<file path="src/rtl/spq_pkg.sv">
// shared types and codes for the sorted priority queue
// no dependencies; used by the interfaces, spq_cell and sorted_priority_queue_core
package spq_pkg;

    localparam int KEY_WIDTH     = 32;
    localparam int OUT_REF_WIDTH = 9;
    localparam int FILL_WIDTH    = 10;
    localparam int STATUS_WIDTH  = 2;

    typedef enum logic [0:0] {
        ACTION_PUSH = 1'b0,
        ACTION_PULL = 1'b1
    } action_t;

    typedef enum logic [STATUS_WIDTH-1:0] {
        STATUS_OK    = 2'd0,
        STATUS_FULL  = 2'd1,
        STATUS_EMPTY = 2'd2
    } status_t;

    // per-cycle command broadcast to every cell
    typedef struct packed {
        logic push;
        logic pull;
    } cell_ctl_t;

endpackage

</file>
<file path="src/rtl/spq_cell.sv">
// one storage cell of the sorted shift chain
// depends on spq_pkg
module spq_cell #(
    parameter int REF_WIDTH = 9
) (
    input  logic                           clk,
    input  spq_pkg::cell_ctl_t             ctl,
    input  logic                           occupied,
    input  logic [spq_pkg::KEY_WIDTH-1:0]  new_key,
    input  logic [REF_WIDTH-1:0]           new_ref,
    input  logic                           left_ins,
    input  logic [spq_pkg::KEY_WIDTH-1:0]  left_key,
    input  logic [REF_WIDTH-1:0]           left_ref,
    input  logic [spq_pkg::KEY_WIDTH-1:0]  right_key,
    input  logic [REF_WIDTH-1:0]           right_ref,
    output logic                           ins,
    output logic [spq_pkg::KEY_WIDTH-1:0]  key,
    output logic [REF_WIDTH-1:0]           node_ref
);

    logic [spq_pkg::KEY_WIDTH-1:0] key_reg, key_next;
    logic [REF_WIDTH-1:0]          ref_reg, ref_next;

    // new entry lands at or left of this cell (equal keys go behind the new one)
    assign ins = !occupied || (key_reg >= new_key);

    always_comb
    begin
        key_next = key_reg;
        ref_next = ref_reg;
        if (ctl.push && ins)
        begin
            if (left_ins)
            begin
                key_next = left_key;
                ref_next = left_ref;
            end
            else
            begin
                key_next = new_key;
                ref_next = new_ref;
            end
        end
        else if (ctl.pull)
        begin
            key_next = right_key;
            ref_next = right_ref;
        end
    end

    always_ff @(posedge clk)
    begin
        key_reg <= key_next;
        ref_reg <= ref_next;
    end

    assign key      = key_reg;
    assign node_ref = ref_reg;

endmodule

</file>
<file path="config.mk">
export PLATFORM = sky130hd
export DESIGN_NAME = spq_cell
export DESIGN_NICKNAME = d
export VERILOG_FILES = /design/src/rtl/spq_pkg.sv /design/src/rtl/spq_cell.sv
export SDC_FILE = /design/constraint.sdc
export NUM_CORES = 1
export LEC_CHECK = 0
export ABC_AREA = 1
export ABC_CLOCK_PERIOD_IN_PS = 3600
export BUFFER_PORTS_ARGS = -buffer_cell sky130_fd_sc_hd__buf_2
export CAP_MARGIN = 20
export CORE_ASPECT_RATIO = 1.2
export CORE_MARGIN = 2
export CORE_UTILIZATION = 46
export CTS_CLUSTER_DIAMETER = 150
export DETAILED_ROUTE_END_ITERATION = 8
export PLACE_DENSITY = 0.89
export SKIP_CTS_REPAIR_TIMING = 1
export SLEW_MARGIN = 10
export SYNTH_ARGS = -nofsm -noshare
export SYNTH_HDL_FRONTEND = slang
export SYNTH_SLANG_ARGS = --single-unit
</file>
<file path="constraint.sdc">
create_clock -name clk -period 3.6 [get_ports clk]
set_input_delay 0.72 -clock clk [delete_from_list [all_inputs] [get_ports clk]]
set_output_delay 0.72 -clock clk [all_outputs]
set_load 0.005 [all_outputs]
</file>
==> results_dict.tcl <==
set metrics [dict create \
    dp_hpwl_mm 6.696 \
    p_per_area_nw_per_um2 339.3 \
    synth.top_cell.area_share_pct 39.23 \
    std_cell_rows 32 \
    skew_ns 0.004689 \
    drt_pass1_iterations 4 \
    synthDistinctLibCells 20 \
    syn_avg_cell_area_um2 7.825 \
    cts-root-buf "clkbuf_8" \
    drive_above_1_share_pct 34.58 \
    cp_common_cell "nand2_1" \
    finalHoldViolations 0 \
    die_width_um 79.40 \
    die_area_um2 7501 \
    synthFlopType "edfxtp_1" \
    routedWlPerCell_um 13.27 \
    status "completed" \
    grt_usage_pct 22.95 \
    yosys.area_share.simple_pct 26.91 \
    cp_data_required_time_ns 2.88 \
    cts_tree "built" \
    highest_layer "met4" \
    synth_nets 561 \
    crit_path_start_kind "input pin" \
    grt_overflow 0 \
    htreeDepth 2 \
    num_antenna_cells 0 \
    tns_ns 0 \
    ff2ff_path_depth 14 \
    min-delay-start "right_ref[2]" \
    drv_cap 0 \
    yosysWarnings 0 \
    synth_edf_count 41 \
    critPathBufInv 4 \
    routed_wirelength_mm 8.572 \
    worstSkewPairLatency_ns 0.28 \
    cp_slowest_cell "ha_1" \
    r2r_start "key[7]" \
    tightest_slew_ns 0.8527 \
    ys_top_cells_by_area "edfxtp_1 (39%), nand2_1 (18%), ha_1 (13%)" \
    synth-xor-area-share_pct 0 \
    grt_start_max_net_pins 52 \
    crit_path_end_kind "output pin" \
    rsz0062_at_grt "no" \
    hold_depth 3 \
    period_share_pct 79.02 \
    max_stage_delay_ns 0.30 \
    clockBufferDepth 2 \
    grt_pass1_vias 3128 \
    synth_compound_area_share_pct 8.333 \
    yosys-mux-area-fraction_pct 3.589 \
    route.vias.total 3247 \
    synth_top_area_cell "edfxtp_1" \
    syn_area_um2 3138 \
    hold_class "in -> reg" \
    cts_num_sinks 41 \
    largest_reg_flops 32 \
    viasPerCell 5.026 \
    synthCells 401 \
    gp_congestion 0.8590 \
    grt_pass1_wl_mm 13.49 \
    crit_chain "buf_2 > inv_1 > ha_1 > nand2_1 > inv_2 > nand2_1 > nor2_1 > nor2_1 > nand2_1 > nand2_1 > nand2_1 > nand2_1 > nand2_4 > buf_2" \
    grt_antenna_before_repair 0 \
    critPathKind "in -> out" \
    die_h_um 94.48 \
    ys_top_cells_by_count "nand2_1 (147), edfxtp_1 (41), inv_1 (41), nand3_1 (41), o21ai_0 (35)" \
    wl_met1_mm 3.350 \
    ant_nets 0 \
    worst-path-max-fanout 15 \
    numCtsBuffers 5 \
    coreArea_um2 6526 \
    fmax_mhz 351.5 \
    met3_wirelength_um 618 \
    place.port_buffers 169 \
    drc 0 \
    holdPathEnd "node_ref[2]" \
    synth_fa_ha_area_share_pct 12.76 \
    drtIter0Drc 113 \
    critPathTopFamily "simple AND/OR/NAND/NOR gates" \
    cts.clk_slew.worst_paths_ns 0.08 \
    synth-seq-cells 41 \
    utilization_pct 62.61 \
    layout.nets 720 \
    maxSlewViolCount 0 \
    synth_top_family_by_area "simple AND/OR/NAND/NOR gates" \
    async_flop_share_pct 0 \
    yosysSeqAreaShare_pct 39.23 \
    p_leak_nw 2.273 \
    ff2ff_setup_slack_ns 1.14 \
    synth.most_common_cell "nand2_1" \
    areaGrowthSynthToFinish_pct 30.22 \
    slew_headroom_pct 43.16 \
    wl_met2_mm 4.497 \
    start_util_pct 48.08 \
    io_pins 170 \
    timing.rr.end "key[15]" \
    cp.arrival_ns 2.12 \
    final.min_clock_period_ns 2.845 \
    vdd_ir_drop_max_mv 0.1990 \
    fillCellCount 577 \
    finalSetupViolCount 0 \
]
-- layer usage --
metal	up-vias	GRT usage, %
li1	1644	-
met1	1463	25.46
met2	128	44.14
met3	12	4.207
met4	0	6.753
met5	-	0
-- report_power, final --
group | total (mW) | switching, mW | internal [mW]
combinational | 0.461 | 0.257 | 0.204
sequential | 0.642 | 0.0330 | 0.609
clock | 0.284 | 0.153 | 0.131
-- worst max path at each step --
| stage | depth (start not counted) | start | end |
|---|---|---|---|
| finish | 14 | new_key[7] | ins |
| floorplan | 15 | new_key[7] | key[0] |
| CTS | 14 | new_key[7] | ins |
| detailed placement | 16 | new_key[7] | key[15] |
| global placement | 16 | new_key[5] | key[26] |
| global route | 14 | new_key[7] | ins |
-- cell families after synthesis --
family / after synthesis
adder cells (fa/ha/maj): 32
AO/OA/AOI/OAI: 51
flip-flops: 41
multiplexers: 10
buffers and inverters: 63
AND/OR/NAND/NOR: 204
-- cell usage in the layout (no fill, tap or decap), types with 2 or more instances in the layout --
cell / instances
clkbuf_8: 5
nand4_1: 3
nor2_1: 9
clkinv_1: 2
buf_4: 3
nand2_4: 2
inv_1: 41
edfxtp_1: 41
o21ai_0: 35
a21oi_1: 14
ha_1: 32
nand3_1: 41
mux2_2: 10
nand2_1: 146
buf_2: 169
-- metrics by stage --
stage               power [mW]  instance area [um^2]  hold WS, ns  cells  setup slack (ns)
floorplan               0.9197                  3138       0.8986    401            0.4751
global placement         1.089                  4005       0.9886    638            0.7970
detailed placement       1.114                  4005       0.9890    638            0.7152
CTS                      1.401                  4086       0.6846    646            0.7590
global route             1.487                  4086       0.6850    646            0.6174
finish                   1.386                  4086       0.6951    646            0.7554
-- worst min-delay path, cell delays in order --
cell and delay [ns]:
buf_2 0.07, nand2_1 0.04, nand2_1 0.04
-- area by class of cell --
type	count	area, um^2	area share (%)
Clock buffer	5	68.82	1.684
Multi-Input combinational cell	297	1622	39.68
Sequential cell	41	1231	30.13
Tap cell	85	106.4	2.603
Timing Repair Buffer	173	888.4	21.74
Clock inverter	3	12.51	0.3062
Inverter	42	157.7	3.858
Note: power is estimated with default switching activity, not from simulation.
